--- src/hw/rtl/hniv_pkg.sv ---
// hniv_pkg: shared types and constants of the host name / ipv4 validator
// no dependencies; used by every module of the block
`default_nettype none

package hniv_pkg;

    // byte counter saturates here
    localparam int unsigned CHAR_COUNT_W    = 8;
    localparam logic [7:0]  CHAR_COUNT_MAX  = 8'd255;
    // dotted quad must be shorter than this
    localparam logic [7:0]  IPV4_TEXT_BYTES = 8'd16;
    localparam logic [6:0]  LABEL_MAX       = 7'd63;
    localparam logic [6:0]  LABEL_SAT       = 7'd64;
    localparam logic [47:0] LOCAL_SUFFIX    = 48'h2E6C6F63616C;  // ".local"
    localparam logic [7:0]  LOOPBACK_LEN    = 8'd9;               // "localhost"
    localparam logic [7:0]  SUFFIX_LEN      = 8'd6;

    localparam logic [7:0] CHAR_DOT  = 8'h2E;
    localparam logic [7:0] CHAR_DASH = 8'h2D;

    // depth of the queue between front and back
    localparam int unsigned QUEUE_DEPTH = 2;

    // end-of-text summary handed from the scanner to the verdict stage
    typedef struct packed {
        logic        quad_ok;
        logic [31:0] addr;
        logic        name_ok;
        logic        too_long;
    } verdict_t;

    function automatic logic [7:0] fold_case(input logic [7:0] c);
        logic [7:0] r;
        r = c;
        if (c >= 8'h41 && c <= 8'h5A) begin
            r = c + 8'd32;
        end
        return r;
    endfunction

    function automatic logic [7:0] loopback_char(input logic [3:0] idx);
        logic [7:0] r;
        unique case (idx)
            4'd0:    r = 8'h6C;  // l
            4'd1:    r = 8'h6F;  // o
            4'd2:    r = 8'h63;  // c
            4'd3:    r = 8'h61;  // a
            4'd4:    r = 8'h6C;  // l
            4'd5:    r = 8'h68;  // h
            4'd6:    r = 8'h6F;  // o
            4'd7:    r = 8'h73;  // s
            4'd8:    r = 8'h74;  // t
            default: r = 8'h00;
        endcase
        return r;
    endfunction

endpackage

`default_nettype wire

--- src/hw/rtl/hniv_front.sv ---
// hniv_front: per-byte scanner for dotted quad and dns name rules
// depends on hniv_pkg; pushes one verdict_t per end marker
`default_nettype none

module hniv_front #(
    parameter int unsigned MAX_HOST_BYTES = 64
) (
    input  wire logic              aclk,
    input  wire logic              aresetn,
    input  wire logic              beat_take,   // input beat accepted
    input  wire logic [7:0]        host_byte,
    input  wire logic              end_of_host,
    output logic                   push,
    output hniv_pkg::verdict_t     push_data
);

    logic [7:0]  char_count_reg,   char_count_next;
    logic [7:0]  octet_value_reg,  octet_value_next;
    logic [1:0]  octet_digits_reg, octet_digits_next;
    logic [1:0]  dots_seen_reg,    dots_seen_next;
    logic [23:0] addr_acc_reg,     addr_acc_next;
    logic        quad_failed_reg,  quad_failed_next;
    logic [6:0]  label_len_reg,    label_len_next;
    logic        name_failed_reg,  name_failed_next;
    logic [7:0]  prev_char_reg,    prev_char_next;
    logic [47:0] tail_reg,         tail_next;
    logic        loop_match_reg,   loop_match_next;

    logic [7:0]  lc;
    logic        is_digit;
    logic        is_alnum;
    logic [11:0] octet_sum;
    logic [6:0]  label_inc;
    logic        quad_ok;
    logic        name_ok;
    logic [7:0]  max_bytes;

    assign max_bytes = 8'(MAX_HOST_BYTES);
    assign lc        = hniv_pkg::fold_case(host_byte);
    assign is_digit  = host_byte >= 8'h30 && host_byte <= 8'h39;
    assign is_alnum  = is_digit || (lc >= 8'h61 && lc <= 8'h7A);
    assign octet_sum = 12'(octet_value_reg) * 12'd10 + {8'd0, host_byte[3:0]};
    assign label_inc = (label_len_reg < hniv_pkg::LABEL_SAT) ? label_len_reg + 7'd1
                                                              : label_len_reg;

    // end-of-text summary
    assign quad_ok = !quad_failed_reg && char_count_reg != 8'd0 &&
                     char_count_reg < hniv_pkg::IPV4_TEXT_BYTES &&
                     dots_seen_reg == 2'd3 && octet_digits_reg != 2'd0;
    assign name_ok = !name_failed_reg && char_count_reg != 8'd0 &&
                     char_count_reg <= max_bytes && label_len_reg != 7'd0 &&
                     prev_char_reg != hniv_pkg::CHAR_DASH &&
                     !(char_count_reg >= hniv_pkg::SUFFIX_LEN &&
                       tail_reg == hniv_pkg::LOCAL_SUFFIX) &&
                     !(char_count_reg == hniv_pkg::LOOPBACK_LEN && loop_match_reg);

    assign push               = beat_take && end_of_host;
    assign push_data.quad_ok  = quad_ok;
    assign push_data.addr     = quad_ok ? {addr_acc_reg, octet_value_reg} : 32'd0;
    assign push_data.name_ok  = name_ok;
    assign push_data.too_long = char_count_reg > max_bytes;

    always_comb begin
        char_count_next   = char_count_reg;
        octet_value_next  = octet_value_reg;
        octet_digits_next = octet_digits_reg;
        dots_seen_next    = dots_seen_reg;
        addr_acc_next     = addr_acc_reg;
        quad_failed_next  = quad_failed_reg;
        label_len_next    = label_len_reg;
        name_failed_next  = name_failed_reg;
        prev_char_next    = prev_char_reg;
        tail_next         = tail_reg;
        loop_match_next   = loop_match_reg;

        if (beat_take && end_of_host) begin
            // back to the start state for the next text
            char_count_next   = 8'd0;
            octet_value_next  = 8'd0;
            octet_digits_next = 2'd0;
            dots_seen_next    = 2'd0;
            addr_acc_next     = 24'd0;
            quad_failed_next  = 1'b0;
            label_len_next    = 7'd0;
            name_failed_next  = 1'b0;
            prev_char_next    = 8'd0;
            tail_next         = 48'd0;
            loop_match_next   = 1'b1;
        end else if (beat_take) begin
            // dotted quad
            if (quad_failed_reg || char_count_reg >= hniv_pkg::IPV4_TEXT_BYTES) begin
                quad_failed_next = 1'b1;
            end else if (is_digit) begin
                if (octet_digits_reg == 2'd3 || octet_sum > 12'd255) begin
                    quad_failed_next = 1'b1;
                end else begin
                    octet_value_next  = octet_sum[7:0];
                    octet_digits_next = octet_digits_reg + 2'd1;
                end
            end else if (host_byte == hniv_pkg::CHAR_DOT) begin
                if (octet_digits_reg == 2'd0 || dots_seen_reg == 2'd3) begin
                    quad_failed_next = 1'b1;
                end else begin
                    addr_acc_next     = {addr_acc_reg[15:0], octet_value_reg};
                    dots_seen_next    = dots_seen_reg + 2'd1;
                    octet_digits_next = 2'd0;
                    octet_value_next  = 8'd0;
                end
            end else begin
                quad_failed_next = 1'b1;
            end

            // dns name labels
            if (host_byte == hniv_pkg::CHAR_DOT) begin
                if (label_len_reg == 7'd0 || prev_char_reg == hniv_pkg::CHAR_DASH) begin
                    name_failed_next = 1'b1;
                end
                label_len_next = 7'd0;
            end else if (is_alnum || host_byte == hniv_pkg::CHAR_DASH) begin
                if (label_len_reg == 7'd0 && host_byte == hniv_pkg::CHAR_DASH) begin
                    name_failed_next = 1'b1;
                end
                if (label_inc > hniv_pkg::LABEL_MAX) begin
                    name_failed_next = 1'b1;
                end
                label_len_next = label_inc;
            end else begin
                name_failed_next = 1'b1;
            end

            // "localhost" match, case folded
            if (char_count_reg < hniv_pkg::LOOPBACK_LEN) begin
                if (lc != hniv_pkg::loopback_char(char_count_reg[3:0])) begin
                    loop_match_next = 1'b0;
                end
            end else begin
                loop_match_next = 1'b0;
            end

            tail_next      = {tail_reg[39:0], lc};
            prev_char_next = host_byte;
            if (char_count_reg != hniv_pkg::CHAR_COUNT_MAX) begin
                char_count_next = char_count_reg + 8'd1;
            end
        end
    end

    always_ff @(posedge aclk) begin
        if (!aresetn) begin
            char_count_reg   <= 8'd0;
            octet_value_reg  <= 8'd0;
            octet_digits_reg <= 2'd0;
            dots_seen_reg    <= 2'd0;
            addr_acc_reg     <= 24'd0;
            quad_failed_reg  <= 1'b0;
            label_len_reg    <= 7'd0;
            name_failed_reg  <= 1'b0;
            prev_char_reg    <= 8'd0;
            tail_reg         <= 48'd0;
            loop_match_reg   <= 1'b1;
        end else begin
            char_count_reg   <= char_count_next;
            octet_value_reg  <= octet_value_next;
            octet_digits_reg <= octet_digits_next;
            dots_seen_reg    <= dots_seen_next;
            addr_acc_reg     <= addr_acc_next;
            quad_failed_reg  <= quad_failed_next;
            label_len_reg    <= label_len_next;
            name_failed_reg  <= name_failed_next;
            prev_char_reg    <= prev_char_next;
            tail_reg         <= tail_next;
            loop_match_reg   <= loop_match_next;
        end
    end

endmodule

`default_nettype wire

--- src/hw/rtl/hniv_queue.sv ---
// hniv_queue: short fifo of verdict summaries between scanner and verdict stage
// depends on hniv_pkg
`default_nettype none

module hniv_queue (
    input  wire logic               aclk,
    input  wire logic               aresetn,
    input  wire logic               push,
    input  wire hniv_pkg::verdict_t push_data,
    output logic                    full,
    input  wire logic               pop,
    output logic                    not_empty,
    output hniv_pkg::verdict_t      pop_data
);

    localparam int unsigned PTR_W = $clog2(hniv_pkg::QUEUE_DEPTH);
    localparam int unsigned CNT_W = $clog2(hniv_pkg::QUEUE_DEPTH + 1);

    hniv_pkg::verdict_t mem_reg [hniv_pkg::QUEUE_DEPTH];

    logic [PTR_W-1:0] wr_ptr_reg, wr_ptr_next;
    logic [PTR_W-1:0] rd_ptr_reg, rd_ptr_next;
    logic [CNT_W-1:0] count_reg,  count_next;
    logic             do_push;
    logic             do_pop;

    assign full      = count_reg == CNT_W'(hniv_pkg::QUEUE_DEPTH);
    assign not_empty = count_reg != '0;
    assign do_push   = push && !full;
    assign do_pop    = pop && not_empty;
    assign pop_data  = mem_reg[rd_ptr_reg];

    always_comb begin
        wr_ptr_next = wr_ptr_reg;
        rd_ptr_next = rd_ptr_reg;
        count_next  = count_reg;
        if (do_push) begin
            wr_ptr_next = (wr_ptr_reg == PTR_W'(hniv_pkg::QUEUE_DEPTH - 1)) ? '0
                                                                         : wr_ptr_reg + 1'b1;
        end
        if (do_pop) begin
            rd_ptr_next = (rd_ptr_reg == PTR_W'(hniv_pkg::QUEUE_DEPTH - 1)) ? '0
                                                                         : rd_ptr_reg + 1'b1;
        end
        if (do_push && !do_pop) begin
            count_next = count_reg + 1'b1;
        end else if (do_pop && !do_push) begin
            count_next = count_reg - 1'b1;
        end
    end

    always_ff @(posedge aclk) begin
        if (do_push) begin
            mem_reg[wr_ptr_reg] <= push_data;
        end
    end

    always_ff @(posedge aclk) begin
        if (!aresetn) begin
            wr_ptr_reg <= '0;
            rd_ptr_reg <= '0;
            count_reg  <= '0;
        end else begin
            wr_ptr_reg <= wr_ptr_next;
            rd_ptr_reg <= rd_ptr_next;
            count_reg  <= count_next;
        end
    end

endmodule

`default_nettype wire

--- src/hw/rtl/hniv_back.sv ---
// hniv_back: final verdict (unicast usability, length cap) and output register
// depends on hniv_pkg
`default_nettype none

module hniv_back (
    input  wire logic               aclk,
    input  wire logic               aresetn,
    input  wire logic               q_not_empty,
    input  wire hniv_pkg::verdict_t q_data,
    output logic                    q_pop,
    output logic                    out_valid,
    input  wire logic               out_ready,
    output logic                    host_valid,
    output logic                    parsed_as_ipv4,
    output logic [31:0]             ipv4_address
);

    logic        out_valid_reg, out_valid_next;
    logic        host_valid_reg;
    logic        parsed_reg;
    logic [31:0] addr_reg;
    logic        usable;
    logic        verdict;
    logic [7:0]  first_octet;
    logic [7:0]  last_octet;

    assign first_octet = q_data.addr[31:24];
    assign last_octet  = q_data.addr[7:0];
    assign usable = q_data.addr != 32'd0 && q_data.addr != 32'hFFFF_FFFF &&
                    first_octet != 8'd0 && first_octet != 8'd127 &&
                    first_octet < 8'd224 && last_octet != 8'd0 && last_octet != 8'd255;
    assign verdict = !q_data.too_long && (q_data.quad_ok ? usable : q_data.name_ok);

    // load whenever the output slot is empty or being drained
    assign q_pop = q_not_empty && (!out_valid_reg || out_ready);

    always_comb begin
        out_valid_next = out_valid_reg;
        if (q_pop) begin
            out_valid_next = 1'b1;
        end else if (out_ready) begin
            out_valid_next = 1'b0;
        end
    end

    always_ff @(posedge aclk) begin
        if (!aresetn) begin
            out_valid_reg <= 1'b0;
        end else begin
            out_valid_reg <= out_valid_next;
        end
    end

    always_ff @(posedge aclk) begin
        if (q_pop) begin
            host_valid_reg <= verdict;
            parsed_reg     <= q_data.quad_ok;
            addr_reg       <= q_data.addr;
        end
    end

    assign out_valid      = out_valid_reg;
    assign host_valid     = host_valid_reg;
    assign parsed_as_ipv4 = parsed_reg;
    assign ipv4_address   = addr_reg;

endmodule

`default_nettype wire

--- src/hw/rtl/host_name_or_ipv4_validator.sv ---
// host_name_or_ipv4_validator: top level, scanner + queue + verdict stage
// depends on hniv_pkg, hniv_front, hniv_queue, hniv_back
//
// usage
//   input stream: one beat per host text byte (s_tdata), s_tlast high marks the
//   end-of-text beat, which carries no character and yields exactly one verdict
//   output stream: one beat per text with host_valid, parsed_as_ipv4 and the
//   parsed address (zero unless the text is a well-formed dotted quad)
//   throughput: one input beat per cycle while the queue is not full, set by the byte scanner
//   verdict path: the end-of-text summary is written into the queue, then
//   loaded into the output register that drives m_tvalid
//   stalls: a 2-entry queue sits between scanner and output register, so the
//   scanner keeps taking bytes while a verdict waits on m_tready; s_tready
//   drops only when the queue is full
//   reset: synchronous active-low aresetn empties the queue and output register
//   and returns the scanner to the start of a new text; no clearing pass
//   MAX_HOST_BYTES: longest accepted name, 15 to 253
`default_nettype none

module host_name_or_ipv4_validator #(
    parameter int unsigned MAX_HOST_BYTES = 64
) (
    input  wire logic        aclk,
    input  wire logic        aresetn,
    // input channel
    input  wire logic        s_tvalid,
    output logic             s_tready,
    input  wire logic [7:0]  s_tdata,    // [7:0] host_byte
    input  wire logic        s_tlast,    // end_of_host
    // result channel
    output logic             m_tvalid,
    input  wire logic        m_tready,
    output logic [39:0]      m_tdata     // [0] host_valid, [1] parsed_as_ipv4,
                                         // [33:2] ipv4_address, [39:34] zero
);

    logic               beat_take;
    logic               push;
    hniv_pkg::verdict_t push_data;
    logic               q_full;
    logic               q_pop;
    logic               q_not_empty;
    hniv_pkg::verdict_t q_data;
    logic               host_valid;
    logic               parsed_as_ipv4;
    logic [31:0]        ipv4_address;

    // any beat waits only on queue space
    assign s_tready  = !q_full;
    assign beat_take = s_tvalid && s_tready;

    hniv_front #(
        .MAX_HOST_BYTES (MAX_HOST_BYTES)
    ) u_front (
        .aclk        (aclk),
        .aresetn     (aresetn),
        .beat_take   (beat_take),
        .host_byte   (s_tdata),
        .end_of_host (s_tlast),
        .push        (push),
        .push_data   (push_data)
    );

    hniv_queue u_queue (
        .aclk      (aclk),
        .aresetn   (aresetn),
        .push      (push),
        .push_data (push_data),
        .full      (q_full),
        .pop       (q_pop),
        .not_empty (q_not_empty),
        .pop_data  (q_data)
    );

    hniv_back u_back (
        .aclk           (aclk),
        .aresetn        (aresetn),
        .q_not_empty    (q_not_empty),
        .q_data         (q_data),
        .q_pop          (q_pop),
        .out_valid      (m_tvalid),
        .out_ready      (m_tready),
        .host_valid     (host_valid),
        .parsed_as_ipv4 (parsed_as_ipv4),
        .ipv4_address   (ipv4_address)
    );

    assign m_tdata = {6'd0, ipv4_address, parsed_as_ipv4, host_valid};

endmodule

`default_nettype wire

--- config.mk ---
export PLATFORM = sky130hd
export DESIGN_NAME = host_name_or_ipv4_validator
export DESIGN_NICKNAME = d
export VERILOG_FILES = /design/src/hw/rtl/hniv_pkg.sv /design/src/hw/rtl/hniv_front.sv /design/src/hw/rtl/hniv_queue.sv /design/src/hw/rtl/hniv_back.sv /design/src/hw/rtl/host_name_or_ipv4_validator.sv
export SDC_FILE = /design/constraint.sdc
export NUM_CORES = 1
export LEC_CHECK = 0
export ABC_AREA = 1
export BUFFER_PORTS_ARGS = -buffer_cell sky130_fd_sc_hd__buf_4
export CAP_MARGIN = 20
export CORE_MARGIN = 2
export CORE_UTILIZATION = 50
export CTS_CLUSTER_SIZE = 12
export DETAILED_ROUTE_END_ITERATION = 10
export PLACE_DENSITY = 0.7
export SLEW_MARGIN = 20
export SYNTH_ARGS = -nofsm -noshare
export SYNTH_HDL_FRONTEND = slang
export SYNTH_SLANG_ARGS = --single-unit
--- constraint.sdc ---
create_clock -name aclk -period 4.5 [get_ports aclk]
set_input_delay 0.9 -clock aclk [delete_from_list [all_inputs] [get_ports aclk]]
set_output_delay 0.9 -clock aclk [all_outputs]
set_load 0.1 [all_outputs]
# After elaboration in Yosys (flattened, before gate mapping)
# Memories as Yosys holds them, arrays and structs flattened. A register that Yosys moved wholly into a read port is not among the register bits.
# Cells that the tools add are included.
# Widths: inputs -> output; s select.
# totals
mem_count	2
romBits	112
inputBits	13
ram_bits	70
ff_bits	149
# mem_list
name	depth	word_bits	read_ports	rd_ports_with_merged_regs	wr	line	source
(no name shown)	16	7	1	1	0	hniv_pkg.sv:43	unique case (idx)
u_queue.mem_reg	2	35	1	1	1	hniv_queue.sv:19	hniv_pkg::verdict_t mem_reg [hniv_pkg::QUEUE_DEPTH];
# classes
order_cmp	16
eq_ne	21
n_mux	41
n_bitwise	4
reduce_logical	67
n_addsub	10
mul	1
# ops
operator	n
$mux 8	8
$eq 48x46->1 const B	1
$mux 32	1
$ne 32x32->1 const B	1
$reduce_bool 32->1	1
$logic_and 1x1->1	30
$eq 8x6->1 const B	3
$le 8x7->1 const B	3
$reduce_bool 8->1	3
$mux 1	21
$mux 7	3
$ge 8x7->1 const B	2
$ne 8x8->1 const B	2
$add 12x4->12	1
$gt 12x8->1 const B	1
$mux 2	6
$reduce_bool 2->1	6
$mul 8x3->11 const B	1
$reduce_and 5->1	2
$logic_not 1->1	9
$add 8x1->8 const B	1
$add 8x6->8 const B	1
$eq 8x4->1 const B	1
$ge 8x3->1 const B	1
31 further kinds	51

# Longest topological paths before layout
# logic_depth
ltp_word	9
depth_mapped	18

# Cells and area by module
# Synthesis repeated with hierarchy kept, for this count alone.
# hier_totals
cells_unflattened	1066
area_unflattened_um2	10158.5
# by_module_without_submodules
mod	instances	cells_each	seq_area_each_um2	area_each_um2
hniv_front	1	835	2222.1	5949.5
hniv_queue	1	146	2202.1	2925.3
hniv_back	1	73	1041.0	1206.2
host_name_or_ipv4_validator	1	12	0.0	77.6

# Worst setup path after synthesis
# No wires, ideal clock.
# synth_path
kind	input-to-reg
startpoint	in m_tready
endpoint	reg u_queue.count_reg[1]
stages	8
n_path_buf	0
slack_ps	692
arrival_time_ps	3686
t_required_ps	4378
cell_sequence	nor2_1 a21oi_1 inv_1 ha_1 a21oi_1 o21ai_0 o21ai_0 a21oi_1
# synth_between
elab_chain_cells	6
word_cells_on_any_way	8
# synth_rtl
item	line	source
start: declaration	host_name_or_ipv4_validator.sv:32	input wire logic m_tready,
$logic_or 1x1->1 (*)	hniv_back.sv:35	assign q_pop = q_not_empty && (!out_valid_reg || out_ready);
$logic_and 1x1->1 (*)	hniv_back.sv:35	
named net q_pop	host_name_or_ipv4_validator.sv:41	logic q_pop;
$logic_and 1x1->1 (*)	hniv_queue.sv:30	assign do_pop = pop && not_empty;
$logic_not 1->1	hniv_queue.sv:45	if (do_push && !do_pop) begin
$logic_and 1x1->1	hniv_queue.sv:45	
$mux 2 or $reduce_bool 2->1 (tied branches)	-	
end signal: assignment	hniv_queue.sv:66	count_reg <= count_next;
end: declaration	hniv_queue.sv:23	logic [CNT_W-1:0] count_reg, count_next;
# Mark *: on every way through the listed nets, which the timed path passes. The rest lies on a longest branch.
# A chain may end at the register's enable or synchronous reset.

# Worst setup path in the final report
# layout_path
startpoint	reg u_front.octet_value_reg[1]
endpoint	reg u_front.octet_digits_reg[0]
# layout_between
elab_chain_cells	6
# layout_rtl
item	line	source
start: declaration	hniv_front.sv:18	logic [7:0] octet_value_reg, octet_value_next;
start signal: assignment	hniv_front.sv:163	octet_value_reg <= octet_value_next;
$mul 8x3->11	hniv_front.sv:42	assign octet_sum = 12'(octet_value_reg) * 12'd10 + {8'd0, host_byte[3:0]};
$add 12x4->12	hniv_front.sv:42	
$gt 12x8->1	hniv_front.sv:94	if (octet_digits_reg == 2'd3 || octet_sum > 12'd255) begin
$logic_or 1x1->1	hniv_front.sv:94	
$ne 2x2->1 (no source line)	-	
$reduce_and 5->1 (no source line)	-	
end signal: assignment	hniv_front.sv:164	octet_digits_reg <= octet_digits_next;
end: declaration	hniv_front.sv:19	logic [1:0] octet_digits_reg, octet_digits_next;
# No other way between the ends.

==> impl_metrics.csv <==
group,metric,value,unit
outcome,status,"finished, final reports clean",
die,io_pins,55,
global_routing,gr-total-overflow,0,
worst_setup_path,r2r-start,"u_front.octet_value_reg[1]",
place,portBuffers,48,
clock_network,post_cts_resize_count,0,
die,core_area,18900,um2
layout,most-common-layout-cells,"nand2_1, dfxtp_1, a21oi_1, edfxtp_1, nor2_1",
die,start_util,0.514,
power,p_total,6.59,mW
routing,dr.pass1.iters,5,
worst_setup_path,regToRegEndpoint,"u_front.octet_digits_reg[0]",
worst_setup_path,r2r_cells,16,
die,die_w,143,um
global_routing,grt_pass1_vias,6333,
global_routing,grt_pass1_wl,30700,um
sta,final.setup_skew,0.0127,ns
layout,seq_area,5470,um2
worst_setup_path,critical_path_class,"flip-flop to flip-flop",
worst_setup_path,arrival,3.28,ns
worst_setup_path,cp_slowest_cell,"fa_1",
layout,nFillCells,1711,
sta,finalMaxSlewViolations,0,
layout,final_cells,1410,
worst_setup_path,required,4.90,ns
layout,largest_reg_flops,70,
sta,setup_violations,0,
layout,area_delta_synth_final,12.9,%
yosys,synthTopCellsByArea,"edfxtp_1, dfxtp_1, nand2_1, a21oi_1, nor2_1",
clock_network,cts_max_level,1,
sta,fmax,347,MHz
yosys,yosysSeqAreaShare,0.563,
routing,drt-initial-drc-count,581,
layout,post-route-util,0.581,
worst_setup_path,worstSetupStartpointType,"flip-flop",
clock_network,cts_buffers,24,
yosys,synth_edf_count,104,
hold_path,hold_start,"u_front.loop_match_reg",
die,rows,50,
clock_network,clock_latency,0.51,ns
hold_path,hold_class,"flip-flop to flip-flop",
place,dp_hpwl,12200,um
clock_network,cts.clk_slew.worst_paths,0.06,ns
yosys,synth_cells,1093,
worst_setup_path,cpPeakStageDelay,0.47,ns
clock_network,postCtsSetupRepairBufs,0,
sta,period_needed,2.88,ns
sta,relSlewSlack,0.387,
hold_path,hold_path_depth,2,
worst_setup_path,end_kind,"flip-flop",
sta,hold_violations,0,
die,die_area,20600,um2
power,vdd_drop_max,0.000305,V
worst_setup_path,cp_max_fo,12,
worst_setup_path,path_cells,"ha_1 -> ha_1 -> inv_1 -> fa_1 -> nor2_1 -> nand4_1 -> a21oi_1 -> nand2_1 -> nor2_1 -> nor2_1 -> nand2_1 -> nand2_4 -> nand2_4 -> nand2_1 -> nand2_1 -> nor2_1",
yosys,synth_top_area_cell,"edfxtp_1",
layout,drive_gt1_frac,0.109,
sta,period_share,0.640,
hold_path,holdPathEnd,"u_front.loop_match_reg",
place,gp_congestion,0.856,
routing,vias,7092,
place,dpl.cell_count,1366,
clock_network,clk_path_buf_depth,3,
sta,finalSetupTns,0,ns
worst_setup_path,cp_num_buf_inv,1,
yosys,synthFlopType,"dfxtp_1",
die,die_h,143,um
global_routing,grt_start_max_net_pins,64,
clock_network,root_buffer,"clkbuf_16",
sta,max_slew.worst_pin.slew,0.917,ns
yosys,synth.cell_area,9720,um2
layout,final_common_cell,"nand2_1",
routing,vias_per_cell,5.03,
global_routing,grt_use_total,0.182,
yosys,avgSynthCellArea,8.89,um2
sta,rsz0062_at_grt,"false",
clock_network,cts_hold_buf,0,
clock_network,cts_sinks,221,
worst_setup_path,r2r_slack,1.62,ns
layout,multi_input_area,3640,um2
routing,wl_per_cell,13.3,um
flow_run,drv_cap,0,
yosys,async_flop_share,0,
yosys,yosys_warnings,0,
routing,drc,0,
layout,insertedDiodeCount,0,
yosys,synth-seq-cells,221,
yosys,netlist.area_leader.share,0.321,
yosys,yosysUniqueCellTypes,49,
routing,drtAntennaViolNets,0,
layout,nets,1178,
routing,drt-total-wl,18700,um
global_routing,antenna_found_initial,0,
worst_setup_path,cpLargestDelayFamily,"simple AND/OR/NAND/NOR gates",
clock_network,cts_tree,"done",
power,power.leakage,4.37,nW
power,p_per_area,601,nW/um2
==> stage by stage <==
stage	area, um2	worst slack, ns	hold slack (ns)
after CTS	11000	1.59	0.449
after global routing	11000	1.29	0.480
after floorplan	9730	0.692	0.419
after detailed placement	10300	1.42	0.438
after global placement	10300	1.54	0.433
final	11000	1.62	0.447
==> synthesized netlist by cell type, drive strengths merged, types with 3 or more instances <==
cell      n
nand2   304
dfxtp   117
a21oi   114
nor2    111
edfxtp  104
inv     103
o21ai    51
ha       31
buf      30
nand3    28
clkbuf   19
nand4    16
nor4     13
nor3     11
xor2      9
a211oi    3
nand3b    3
xnor2     3
==> final cells by class <==
cell class | count | share of cell area
multi-input cells | 723 | 0.332
clock buffers | 37 | 0.0610
flip-flops and latches | 221 | 0.498
repair buffers | 57 | 0.0390
well taps | 260 | 0.0296
inverters | 105 | 0.0359
clock inverters | 7 | 0.00445
==> logic make-up after synthesis <==
kind of cell	share of synthesized area
XOR/XNOR	0.0108
adder cells (fa/ha/maj)	0.0440
AND/OR/NAND/NOR	0.216
buffers and inverters	0.0662
flip-flops	0.563
AO/OA/AOI/OAI	0.0999
other	0.000386
==> tightest hold or removal path, delay by kind of cell, from the launching register on <==
family / cells / cell delay (ns)
flip-flops: 1 / 0.31
AND/OR/NAND/NOR: 2 / 0.10
==> how the worst max path moves through the flow <==
stage	to	depth (start not counted)	start	slack [ns]
2_1_floorplan	u_queue.count_reg[1]	8	m_tready	0.69
3_3_place_gp	flip-flop	9	s_tvalid	1.54
3_5_place_dp	flip-flop	9	s_tvalid	1.42
4_1_cts	u_front.octet_value_reg[6]	16	u_front.octet_value_reg[1]	1.59
5_1_grt	u_front.octet_digits_reg[0]	15	u_front.octet_value_reg[1]	1.29
6_report	u_front.octet_digits_reg[0]	16	u_front.octet_value_reg[1]	1.62
==> per-layer routing <==
layer | vias up | routed length (um) | track usage | share of wire
met1 | 3244 | 9040 | 0.270 | 0.48
met3 | 28 | 926 | 0.0273 | 0.049
met4 | 0 | 329 | 0.0402 | 0.018
met5 | - | 0 | 0 | 0
li1 | 3673 | - | - | -
met2 | 147 | 8450 | 0.285 | 0.45
==> power breakdown <==
| part | switching, mW | internal, mW | leakage (nW) |
|---|---|---|---|
| Sequential | 0.0898 | 2.44 | 1.95 |
| Clock | 0.755 | 1.03 | 0.352 |
| Combinational | 1.88 | 0.401 | 2.07 |
(Power assumes the default switching activity.)
